**src/design/mpeg_audio_frame_header_decode_defines.svh**
```systemverilog
// Assertion macros for the frame header decoder top level
`ifndef MPEG_AUDIO_FRAME_HEADER_DECODE_DEFINES_SVH
`define MPEG_AUDIO_FRAME_HEADER_DECODE_DEFINES_SVH

// Plain property, sampled on the rising clock and off while reset is low
`define MAFHD_ASSERT(lbl, prop, msg) \
  lbl: assert property (@(posedge clk_i) disable iff (!rst_ni) prop) else $error(msg);

// Overlapping implication built on the plain form
`define MAFHD_ASSERT_IMPL(lbl, ante, cons, msg) \
  `MAFHD_ASSERT(lbl, (ante) |-> (cons), msg)

`endif

```
**src/design/mafhd_pkg.sv**
```systemverilog
// Types, constants and lookup functions for the frame header decoder
package mafhd_pkg;

  localparam int unsigned WORD_W      = 32;
  localparam int unsigned KBPS_W      = 9;
  localparam int unsigned RATE_W      = 16;
  localparam int unsigned SPF_W       = 11;
  localparam int unsigned BYTES_W     = 11;
  localparam int unsigned COEF_W      = 19;
  localparam int unsigned PROD_W      = KBPS_W + COEF_W;
  localparam int unsigned NUM_W       = 26;
  localparam int unsigned RECIP_W     = 26;
  localparam int unsigned RECIP_SHIFT = 40;
  localparam int unsigned QPROD_W     = NUM_W + RECIP_W;
  localparam int unsigned REM_W       = BYTES_W + RATE_W;

  localparam logic [7:0] SYNC_BYTE    = 8'hFF;
  localparam logic [7:0] SYNC_MASK_HI = 8'hF0;
  localparam logic [7:0] SYNC_MASK_25 = 8'hFE;
  localparam logic [7:0] SYNC_CODE_25 = 8'hE2;

  localparam logic [1:0] VER_MPEG25 = 2'd0;
  localparam logic [1:0] VER_MPEG2  = 2'd2;
  localparam logic [1:0] VER_MPEG1  = 2'd3;

  localparam logic [1:0] LAYER_RSVD = 2'd0;
  localparam logic [1:0] LAYER_III  = 2'd1;
  localparam logic [1:0] LAYER_II   = 2'd2;
  localparam logic [1:0] LAYER_I    = 2'd3;

  localparam logic [3:0] BRX_FREE = 4'd0;
  localparam logic [3:0] BRX_BAD  = 4'd15;
  localparam logic [1:0] FRX_RSVD = 2'd3;
  localparam logic [1:0] MODE_DUAL = 2'd2;
  localparam logic [1:0] MODE_MONO = 2'd3;

  localparam logic [SPF_W-1:0] SPF_L1   = 11'd384;
  localparam logic [SPF_W-1:0] SPF_FULL = 11'd1152;
  localparam logic [SPF_W-1:0] SPF_HALF = 11'd576;
  localparam logic [COEF_W-1:0] BYTE_SCALE = 19'd125;

  localparam logic [KBPS_W-1:0] KBPS_TAB [2][3][16] = '{
    '{
      '{9'd0, 9'd8, 9'd16, 9'd24, 9'd32, 9'd40, 9'd48, 9'd56,
        9'd64, 9'd80, 9'd96, 9'd112, 9'd128, 9'd144, 9'd160, 9'd0},
      '{9'd0, 9'd8, 9'd16, 9'd24, 9'd32, 9'd40, 9'd48, 9'd56,
        9'd64, 9'd80, 9'd96, 9'd112, 9'd128, 9'd144, 9'd160, 9'd0},
      '{9'd0, 9'd32, 9'd48, 9'd56, 9'd64, 9'd80, 9'd96, 9'd112,
        9'd128, 9'd144, 9'd160, 9'd176, 9'd192, 9'd224, 9'd256, 9'd0}
    },
    '{
      '{9'd0, 9'd32, 9'd40, 9'd48, 9'd56, 9'd64, 9'd80, 9'd96,
        9'd112, 9'd128, 9'd160, 9'd192, 9'd224, 9'd256, 9'd320, 9'd0},
      '{9'd0, 9'd32, 9'd48, 9'd56, 9'd64, 9'd80, 9'd96, 9'd112,
        9'd128, 9'd160, 9'd192, 9'd224, 9'd256, 9'd320, 9'd384, 9'd0},
      '{9'd0, 9'd32, 9'd64, 9'd96, 9'd128, 9'd160, 9'd192, 9'd224,
        9'd256, 9'd288, 9'd320, 9'd352, 9'd384, 9'd416, 9'd448, 9'd0}
    }
  };

  typedef struct packed {
    logic               hdr_ok;
    logic               mono;
    logic               free;
    logic [KBPS_W-1:0]  kbps;
    logic [RATE_W-1:0]  rate;
    logic [SPF_W-1:0]   spf;
    logic [COEF_W-1:0]  coef;
    logic               size_en;
    logic               layer_i;
    logic               pad;
    logic [1:0]         frx;
  } hdr_info_t;

  function automatic logic [KBPS_W-1:0] kbps_lookup(input logic mp1,
                                                    input logic [1:0] layer,
                                                    input logic [3:0] brx);
    logic [1:0] row;
    unique case (layer)
      LAYER_III: row = 2'd0;
      LAYER_II:  row = 2'd1;
      default:   row = 2'd2;
    endcase
    return KBPS_TAB[mp1][row][brx];
  endfunction

  function automatic logic [RATE_W-1:0] base_rate(input logic [1:0] frx);
    logic [RATE_W-1:0] r;
    unique case (frx)
      2'd0:    r = 16'd44100;
      2'd1:    r = 16'd48000;
      2'd2:    r = 16'd32000;
      default: r = 16'd0;
    endcase
    return r;
  endfunction

  // floor(2^40 / base rate)
  function automatic logic [RECIP_W-1:0] base_recip(input logic [1:0] frx);
    logic [RECIP_W-1:0] m;
    unique case (frx)
      2'd0:    m = 26'd24932236;
      2'd1:    m = 26'd22906492;
      2'd2:    m = 26'd34359738;
      default: m = 26'd0;
    endcase
    return m;
  endfunction

endpackage

```
**src/design/mafhd_field_decode.sv**
```systemverilog
// Field split, validity check and table lookups, first pipeline stage
module mafhd_field_decode (
  input  logic                              clk_i,
  input  logic                              rst_ni,
  input  logic                              in_valid_i,
  input  logic [mafhd_pkg::WORD_W-1:0]      header_word_i,
  output logic                              out_valid_o,
  output mafhd_pkg::hdr_info_t              info_o
);
  import mafhd_pkg::*;

  logic [7:0]        b0;
  logic [7:0]        b1;
  logic [1:0]        ver;
  logic [1:0]        layer;
  logic [3:0]        brx;
  logic [1:0]        frx;
  logic              pad;
  logic [1:0]        mode;
  logic              sync;
  logic              ok;
  logic [1:0]        shift;
  logic [SPF_W-1:0]  spf;
  logic [COEF_W-1:0] coef_base;
  hdr_info_t         info_d;
  hdr_info_t         info_q;
  logic              valid_q;

  assign b0    = header_word_i[31:24];
  assign b1    = header_word_i[23:16];
  assign ver   = b1[4:3];
  assign layer = b1[2:1];
  assign brx   = header_word_i[15:12];
  assign frx   = header_word_i[11:10];
  assign pad   = header_word_i[9];
  assign mode  = header_word_i[7:6];

  assign sync = (b0 == SYNC_BYTE) &&
                (((b1 & SYNC_MASK_HI) == SYNC_MASK_HI) ||
                 ((b1 & SYNC_MASK_25) == SYNC_CODE_25));
  assign ok   = sync && (layer != LAYER_RSVD) && (brx != BRX_BAD) &&
                (frx != FRX_RSVD) && (mode != MODE_DUAL);

  always_comb begin
    unique case (ver)
      VER_MPEG25: shift = 2'd2;
      VER_MPEG2:  shift = 2'd1;
      default:    shift = 2'd0;
    endcase
  end

  always_comb begin
    if (layer == LAYER_I) begin
      spf = SPF_L1;
    end else if ((layer == LAYER_II) || (ver == VER_MPEG1)) begin
      spf = SPF_FULL;
    end else begin
      spf = SPF_HALF;
    end
  end

  assign coef_base = COEF_W'(spf) * BYTE_SCALE;

  always_comb begin
    info_d = '0;
    if (ok) begin
      info_d.hdr_ok  = 1'b1;
      info_d.mono    = (mode == MODE_MONO);
      info_d.free    = (brx == BRX_FREE);
      info_d.kbps    = kbps_lookup(ver == VER_MPEG1, layer, brx);
      info_d.rate    = base_rate(frx) >> shift;
      info_d.spf     = spf;
      info_d.coef    = coef_base << shift;
      info_d.size_en = (brx != BRX_FREE);
      info_d.layer_i = (layer == LAYER_I);
      info_d.pad     = pad;
      info_d.frx     = frx;
    end
  end

  always_ff @(posedge clk_i or negedge rst_ni) begin
    if (!rst_ni) begin
      valid_q <= 1'b0;
    end else begin
      valid_q <= in_valid_i;
    end
  end

  always_ff @(posedge clk_i) begin
    info_q <= info_d;
  end

  assign out_valid_o = valid_q;
  assign info_o      = info_q;

endmodule

```
**src/design/mafhd_frame_size.sv**
```systemverilog
// Frame size by reciprocal multiply and remainder correction, three stages
module mafhd_frame_size (
  input  logic                              clk_i,
  input  logic                              rst_ni,
  input  logic                              in_valid_i,
  input  mafhd_pkg::hdr_info_t              info_i,
  output logic                              out_valid_o,
  output mafhd_pkg::hdr_info_t              info_o,
  output logic [mafhd_pkg::BYTES_W-1:0]     frame_bytes_o
);
  import mafhd_pkg::*;

  logic [PROD_W-1:0]  num_full;
  logic [NUM_W-1:0]   num2_d;
  logic [NUM_W-1:0]   num2_q;
  hdr_info_t          info2_q;
  logic               v2_q;

  logic [QPROD_W-1:0] qprod;
  logic [BYTES_W-1:0] q0_d;
  logic [BYTES_W-1:0] q0_q;
  logic [NUM_W-1:0]   num3_q;
  hdr_info_t          info3_q;
  logic               v3_q;

  logic [RATE_W-1:0]  base;
  logic [REM_W-1:0]   qd;
  logic [REM_W-1:0]   rem;
  logic [BYTES_W-1:0] q;
  logic [BYTES_W-1:0] bytes_d;
  logic [BYTES_W-1:0] bytes_q;
  hdr_info_t          info4_q;
  logic               v4_q;

  assign num_full = PROD_W'(info_i.kbps) * PROD_W'(info_i.coef);
  assign num2_d   = num_full[NUM_W-1:0];

  assign qprod = QPROD_W'(num2_q) * QPROD_W'(base_recip(info2_q.frx));
  assign q0_d  = qprod[RECIP_SHIFT +: BYTES_W];

  assign base = base_rate(info3_q.frx);
  assign qd   = REM_W'(q0_q) * REM_W'(base);
  assign rem  = REM_W'(num3_q) - qd;
  assign q    = (rem >= REM_W'(base)) ? (q0_q + BYTES_W'(1)) : q0_q;

  always_comb begin
    if (!info3_q.size_en) begin
      bytes_d = '0;
    end else if (info3_q.layer_i) begin
      bytes_d = {q[BYTES_W-1:2], 2'b00} + (info3_q.pad ? BYTES_W'(4) : BYTES_W'(0));
    end else begin
      bytes_d = q + BYTES_W'(info3_q.pad);
    end
  end

  always_ff @(posedge clk_i or negedge rst_ni) begin
    if (!rst_ni) begin
      v2_q <= 1'b0;
      v3_q <= 1'b0;
      v4_q <= 1'b0;
    end else begin
      v2_q <= in_valid_i;
      v3_q <= v2_q;
      v4_q <= v3_q;
    end
  end

  always_ff @(posedge clk_i) begin
    num2_q  <= num2_d;
    info2_q <= info_i;
    q0_q    <= q0_d;
    num3_q  <= num2_q;
    info3_q <= info2_q;
    bytes_q <= bytes_d;
    info4_q <= info3_q;
  end

  assign out_valid_o   = v4_q;
  assign info_o        = info4_q;
  assign frame_bytes_o = bytes_q;

endmodule

```
**src/design/mpeg_audio_frame_header_decode.sv**
```systemverilog
// Top level of the MPEG audio frame header decoder
//
//   channel  | handshake              | payload
//   ---------+------------------------+--------------------------------------------
//   command  | start, busy            | header_word_i
//   result   | result_valid_o strobe  | header_valid_o is_mono_o free_format_o
//            |                        | bitrate_kbps_o sample_rate_o
//            |                        | samples_per_frame_o frame_bytes_o
//
// One item enters per cycle; busy stays low.
// Each result passes through the four pipeline stages:
// field decode, numerator multiply, reciprocal multiply, remainder correction.
// Reset clears the stage valid bits only; payload registers are left as they are.
// The result strobe lasts one cycle and is never held back.
`include "mpeg_audio_frame_header_decode_defines.svh"

module mpeg_audio_frame_header_decode (
  input  logic                              clk_i,
  input  logic                              rst_ni,
  input  logic                              start,
  output logic                              busy,
  input  logic [mafhd_pkg::WORD_W-1:0]      header_word_i,
  output logic                              result_valid_o,
  output logic                              header_valid_o,
  output logic                              is_mono_o,
  output logic                              free_format_o,
  output logic [mafhd_pkg::KBPS_W-1:0]      bitrate_kbps_o,
  output logic [mafhd_pkg::RATE_W-1:0]      sample_rate_o,
  output logic [mafhd_pkg::SPF_W-1:0]       samples_per_frame_o,
  output logic [mafhd_pkg::BYTES_W-1:0]     frame_bytes_o
);
  import mafhd_pkg::*;

  logic      accept;
  logic      dec_valid;
  hdr_info_t dec_info;
  hdr_info_t res_info;

  assign busy   = 1'b0;
  assign accept = start && !busy;

  mafhd_field_decode u_decode (
    .clk_i         (clk_i),
    .rst_ni        (rst_ni),
    .in_valid_i    (accept),
    .header_word_i (header_word_i),
    .out_valid_o   (dec_valid),
    .info_o        (dec_info)
  );

  mafhd_frame_size u_size (
    .clk_i         (clk_i),
    .rst_ni        (rst_ni),
    .in_valid_i    (dec_valid),
    .info_i        (dec_info),
    .out_valid_o   (result_valid_o),
    .info_o        (res_info),
    .frame_bytes_o (frame_bytes_o)
  );

  assign header_valid_o      = res_info.hdr_ok;
  assign is_mono_o           = res_info.mono;
  assign free_format_o       = res_info.free;
  assign bitrate_kbps_o      = res_info.kbps;
  assign sample_rate_o       = res_info.rate;
  assign samples_per_frame_o = res_info.spf;

  `MAFHD_ASSERT_IMPL(a_latency, start && !busy, ##4 result_valid_o, "item lost in pipeline")
  `MAFHD_ASSERT_IMPL(a_origin, result_valid_o, $past(start && !busy, 4), "result without item")
  `MAFHD_ASSERT_IMPL(a_bad_zero, result_valid_o && !header_valid_o,
    !is_mono_o && !free_format_o && bitrate_kbps_o == '0 && sample_rate_o == '0 &&
    samples_per_frame_o == '0 && frame_bytes_o == '0, "rejected header not zeroed")
  `MAFHD_ASSERT_IMPL(a_free_size, result_valid_o && free_format_o,
    header_valid_o && bitrate_kbps_o == '0 && frame_bytes_o == '0, "free format sized")

endmodule
```
**config.mk**
```make
export PLATFORM = sky130hd
export DESIGN_NAME = mpeg_audio_frame_header_decode
export DESIGN_NICKNAME = d
export VERILOG_FILES = /design/src/design/mafhd_pkg.sv /design/src/design/mafhd_field_decode.sv /design/src/design/mafhd_frame_size.sv /design/src/design/mpeg_audio_frame_header_decode.sv
export VERILOG_INCLUDE_DIRS = /design/src /design/src/design
export SDC_FILE = /design/constraint.sdc
export NUM_CORES = 1
export LEC_CHECK = 0
export BUFFER_PORTS_ARGS = -buffer_cell sky130_fd_sc_hd__buf_2
export CORE_ASPECT_RATIO = 1.4
export CORE_UTILIZATION = 65
export CTS_BUF_LIST = sky130_fd_sc_hd__clkbuf_8
export DETAILED_ROUTE_END_ITERATION = 8
export PLACE_DENSITY = 0.83
export SLEW_MARGIN = 0
export SYNTH_ARGS = -nofsm -noshare
export SYNTH_HDL_FRONTEND = slang
export SYNTH_SLANG_ARGS = --single-unit
export TNS_END_PERCENT = 20
```
**constraint.sdc**
```tcl
create_clock -name clk_i -period 16.83 [get_ports clk_i]
set_input_delay 0.8415 -clock clk_i [delete_from_list [all_inputs] [get_ports clk_i]]
set_output_delay 0.8415 -clock clk_i [all_outputs]
set_load 0.005 [all_outputs]
```
==> results of run 1 <==
-- power breakdown --
| group | total (mW) | internal [mW] | switching [mW] | leakage, nW |
|---|---|---|---|---|
| logic | 1.13 | 0.481 | 0.653 | 13.5 |
| registers | 0.487 | 0.479 | 0.00780 | 1.64 |
| clock network | 0.409 | 0.222 | 0.186 | 0.356 |
-- registers in the layout, indices dropped and copies added (netlist names) --
name and flops:
u_size.q0_q 11, u_size.v3_q 1, u_size.info3_q 33, u_size.info2_q 33
u_size.num2_q 17, u_size.num3_q 17, u_decode.out_valid_o 1, u_size.info_o 29
u_decode.info_o 46, u_size.v2_q 1, u_size.frame_bytes_o 11, u_size.out_valid_o 1
-- worst max-delay path by stage --
stage	endpoint	depth (start not counted)
6_report	u_size.frame_bytes_o[6]	35
5_1_grt	u_size.frame_bytes_o[6]	35
4_1_cts	u_size.frame_bytes_o[6]	35
3_5_place_dp	u_size.frame_bytes_o[6]	35
3_3_place_gp	u_size.frame_bytes_o[6]	35
2_1_floorplan	u_size.frame_bytes_o[6]	36
-- Yosys cell counts, drive strengths merged (16+ instances only) --
cell,count
nor2,100
dfxtp,197
nor3,33
xnor2,47
a211oi,17
nand2,177
buf,17
nand2b,23
fa,493
and3,16
a21oi,85
a21o,24
o21ai,59
and2,129
clkbuf,58
inv,700
nor2b,31
ha,386
-- cell usage in the layout, fill, tap and decap left out, types with 9 or more instances in the layout --
cell,n
nor2b_1,31
nand4_1,14
dfxtp_1,197
fa_1,493
o211ai_1,9
inv_1,710
a21o_1,24
xnor2_1,47
mux2i_1,10
nand2b_1,23
nand3_1,12
conb_1,94
a211oi_1,17
nand2_1,177
buf_2,68
and3_1,15
xor2_1,13
nor3_1,33
nor2_1,100
and2_1,128
o21a_1,9
ha_1,386
clkbuf_8,35
a31oi_1,11
o21ai_0,58
a21oi_1,84
-- cells by family after synthesis --
logic type,after synthesis,synth area share (%)
fa+ha+maj,879,54.16
buf+inv,777,10.91
simple gates,571,10.66
compound gates,287,6.948
flops,201,14.90
xor+xnor,60,1.936
mux,12,0.4518
other cells,2,0.02767
-- metal layers --
| metal | routed length, µm | vias to the layer above | GRT usage [%] |
|---|---|---|---|
| met4 | 2613 | 2 | 11.92 |
| met1 | 24520 | 9556 | 38.51 |
| met5 | 13 | - | 0 |
| li1 | - | 8731 | - |
| met2 | 34000 | 539 | 57.07 |
| met3 | 3114 | 154 | 3.433 |
-- critical path: cells and delay by family, from the launching register on --
kind / cells / cell delay [ns]
flops: 1 / 0.47
xor+xnor: 2 / 0.38
compound gates: 11 / 2.58
fa+ha+maj: 10 / 3.99
simple gates: 7 / 1.99
buf+inv: 5 / 0.64
-- cell type report --
class	instances	area, µm²
clock buffers	35	481.7
inverters	702	2635
diodes	1	2.502
well taps	540	675.6
clock inverters	20	160.2
multi-input cells	1903	20480
repair buffers	69	347.8
flip-flops and latches	201	4044
fillers	3124	12350
==> results.md, run 1 <==
* Area added between synthesis and finish at 6.215%
* DRT Pass-1 Iters at 5
* Power Dens Cells at 70.43 nW/µm²
* LEAKAGE at 15.49 nW
* Clk sinks at 201
* DR iter-0 viols at 966
* Overall via count from detail_route at 18980
* Syn Area/Cell at 9.731 µm²
* Most frequent CP cell: ha_1
* Clock latency at the later pin of the worst-skew pair at 0.58 ns
* R2R Path End: u_size.frame_bytes_o[6]
* CP Max Fanout at 12
* Peak VDD IR at 0.08416 mV
* Synth top area share at 36.37%
* Setup tns final at 0 ns
* Final core occ at 70.00%
* Fin worst setup slack at 6.694 ns
* Resize count post-CTS at 0
* Final WL at 64.26 mm
* PortBufs at 68
* Post-place setup slack at 6.848 ns
* Cell count after synthesis at 2789
* Critical path endpoint category: flop
* R2R cell count at 35
* Seq/Total Area, Yosys at 14.90%
* Main synth FF type: dfxtp_1
* Postcts setup bufs at 0
* Area leader, netlist: fa_1
* CP Launch Point: u_size.info3_q[0]
* Worst r2r src: u_size.info3_q[0]
* CTS tree: yes
* Worst-path clk slew at 0.07 ns
* Fin crit period at 10.14 ns
* GRT overflow at 0
* Site row count at 88
* Ys async rst share at 1.990%
* Worst Tran Pin Value at 1.007 ns
* Global-route wire length before repair at 105.1 mm
* Min-Delay Path Class: in -> async
* CTS Root Cell: clkbuf_8
* Hold Slack at 0.05896 ns
* Crit path largest cell delay at 0.67 ns
* Initial antenna violation count at 1
* Cell Count, Final, Fillers Out at 3471
* Max-Cap Viols at 0
* Final setup viols at 0
* Placed cell area at 28180 µm²
* FMAX at 0.09866 GHz
* Power, Total at 2.030 mW
* Die height at 243.8 µm
* Area of the mapped netlist at 27140 µm²
* Setup Skew at 0.01409 ns
* Required time worst endpoint at 17.32 ns
* CTS Buffer Depth at 3
* Cells after DPL at 3415
* Slew HR at 32.59%
* Most area-consuming cells after synthesis: fa_1, ha_1, dfxtp_1
* Post-synth EDFFs at 0
* Arr. time, crit path at 10.63 ns
* CTS Buf Count at 30
* Fraction of layout cells with a size suffix above 1 at 4.710%
* Critical path's slowest cell: ha_1
* Routed vias/inst at 5.469
* YS warnings at 0
* Routed Antenna Nets at 0
* Die W at 174.7 µm
* Cell area after layout at 28830 µm²
* Routability cong. at 0.9848
* Layout Nets at 3821
* Max-slew violations at 0
* Die ar. at 42580 µm²
* Post-DP HPWL at 54.96 mm
* Post-synthesis cell type count at 79
* H-tree depth at 1
* DRC viols at 0
* Reg2reg setup slack at 6.69 ns
* Vias in the first global route at 20790
* CTS Hold Bufs at 0
* Routed length per placed instance at 18.51 µm
* Total GRT Usage at 31.58%
* RSZ-0062 raised after global routing: no
* Top Ports at 87
* CP startpoint kind: flop
* Core area at 41180 µm²
* Fin crit share at 60.22%
* Critical path class: reg -> reg
* Flops & latches, synth at 201
* Largest net degree at the start of global routing at 38
* Final hold viol count at 0
* Initial core utilization at 65.90%
* Run status: completed
Note: power is estimated with default switching activity, not from simulation.
==> inputs of run 2 (changes only) <==
clock period = 10.59 ns   (was 16.83 ns; I/O delays follow)
==> results.md, run 2 (synthesis results as in run 1) <==
* Run status: completed
* Most common cell after layout, fill and taps aside: inv_1
* Most frequent CP cell: ha_1
* CTS Hold Bufs at 1
* Initial antenna violation count at 0
* DRC viols at 0
* Die ar. at 42580 µm²
* CP Max Fanout at 12
* Core area at 41180 µm²
* Sequential fraction of design power at 23.3%
* Total GRT Usage at 32.56%
* Peak VDD IR at 0.1591 mV
* LEAKAGE at 15.56 nW
* Fin crit share at 92.95%
* Critical path class: reg -> reg
* Cell Count, Final, Fillers Out at 3480
* Initial core utilization at 65.90%
* NetSw at 1.372 mW
* GRT overflow at 0
* Setup tns final at 0 ns
* Routed Antenna Nets at 0
* Layout Nets at 3831
* Crit path largest cell delay at 0.60 ns
* Fin crit period at 9.843 ns
* Power Internal at 1.946 mW
* FMAX at 0.1016 GHz
* Required time worst endpoint at 11.07 ns
* H-tree depth at 1
* # diodes at 0
* CTS Buf Count at 31
* Max-slew violations at 0
* Critical path endpoint category: flop
* Site row count at 88
* Clock latency at the later pin of the worst-skew pair at 0.59 ns
* Routed vias/inst at 5.500
* Routability cong. at 0.9738
* Top Ports at 87
* Die height at 243.8 µm
* Power Dens Cells at 114.6 nW/µm²
* Min-Delay Path Class: in -> reg
* Worst hold endpoint: u_decode.out_valid_o
* Worst-path clk slew at 0.06 ns
* WHS Path Cells at 1
* Routed length per placed instance at 18.96 µm
* Slew HR at 32.73%
* Largest net degree at the start of global routing at 38
* Clk sinks at 201
* Final hold viol count at 0
* CTS Root Cell: clkbuf_8
* Number of flip-flops under the largest register name at 46
* DR iter-0 viols at 1057
* Die W at 174.7 µm
* R2R Path End: u_size.frame_bytes_o[6]
* Global-route wire length before repair at 108.1 mm
* Clock share of power at 22.0%
* CTS tree: yes
* Resize count post-CTS at 0
* CP startpoint kind: flop
* Worst r2r src: u_size.info3_q[0]
* Final setup viols at 0
* Postcts setup bufs at 0
* Sw Ratio at 41.34%
* DRT Pass-1 Iters at 5
* Hold Slack at 0.09122 ns
* R2R cell count at 35
* Hold Crit Start: start
* PortBufs at 68
* Worst Tran Pin Value at 1.005 ns
* Comb pwr share at 54.7%
* Setup Skew at 0.04421 ns
* Max-Cap Viols at 0
* Most frequent cells in the layout: inv_1, fa_1, ha_1
* Fraction of layout cells with a size suffix above 1 at 5.102%
* Overall via count from detail_route at 19140
* Reg2reg setup slack at 0.75 ns
* Arr. time, crit path at 10.32 ns
* Final WL at 65.98 mm
* Critical path's slowest cell: ha_1
* Post-DP HPWL at 56.08 mm
* Vias in the first global route at 21170
* RSZ-0062 raised after global routing: no
* Area added between synthesis and finish at 6.736%
* CTS Buffer Depth at 3
* Final core occ at 70.34%
* Cells after DPL at 3423
-- run 2: worst max path at each step --
stage                      start                       to  slack, ns
2_1_floorplan  u_size.info3_q[0]  u_size.frame_bytes_o[6]       1.82
3_3_place_gp   u_size.info3_q[0]  u_size.frame_bytes_o[6]       1.09
3_5_place_dp   u_size.info3_q[0]  u_size.frame_bytes_o[6]       0.80
4_1_cts        u_size.info3_q[0]  u_size.frame_bytes_o[6]       0.79
5_1_grt        u_size.info3_q[0]  u_size.frame_bytes_o[6]       0.33
6_report       u_size.info3_q[0]  u_size.frame_bytes_o[6]       0.75
-- run 2: power groups by stage --
| stage | Clock, mW | Sequential [mW] | Combinational, mW |
|---|---|---|---|
| floorplan | 0 | 0.782 | 1.34 |
| global placement | 0 | 0.788 | 1.68 |
| detailed placement | 0 | 0.788 | 1.79 |
| CTS | 0.745 | 0.772 | 1.80 |
| global route | 0.779 | 0.772 | 2.09 |
| finish | 0.730 | 0.772 | 1.82 |
-- run 2: layout make-up --
cell class              count  area (µm²)
flip-flops and latches    201        4044
fillers                  3101       12210
inverters                 702        2635
repair buffers             78       417.9
multi-input cells        1903       20480
clock buffers              37       509.2
well taps                 540       675.6
clock inverters            19       206.4
-- run 2: worst max-delay path, delay by kind of cell (launching register included) --
family	cells	cell delay [ns]
compound gates	11	2.51
buf+inv	5	0.45
flops	1	0.48
simple gates	7	2.03
xor+xnor	2	0.39
fa+ha+maj	10	3.92
-- run 2: metrics by stage --
step           setup slack (ns)  area (µm²)  power (mW)
2_1_floorplan             1.820       27480       2.118
3_3_place_gp              1.087       28240       2.465
3_5_place_dp             0.8035       28240       2.579
4_1_cts                  0.7910       28970       3.319
5_1_grt                  0.3262       28970       3.645
6_report                 0.7470       28970       3.318
-- run 2: per-layer routing --
layer / share of wire [%] / wire [µm] / up-vias / track usage [%]
li1: - / - / 8754 / -
met1: 39 / 25560 / 9624 / 40.15
met2: 52 / 34190 / 599 / 58.24
met3: 5.3 / 3507 / 162 / 4.120
met4: 4.1 / 2718 / 0 / 11.64
met5: 0 / 0 / - / 0
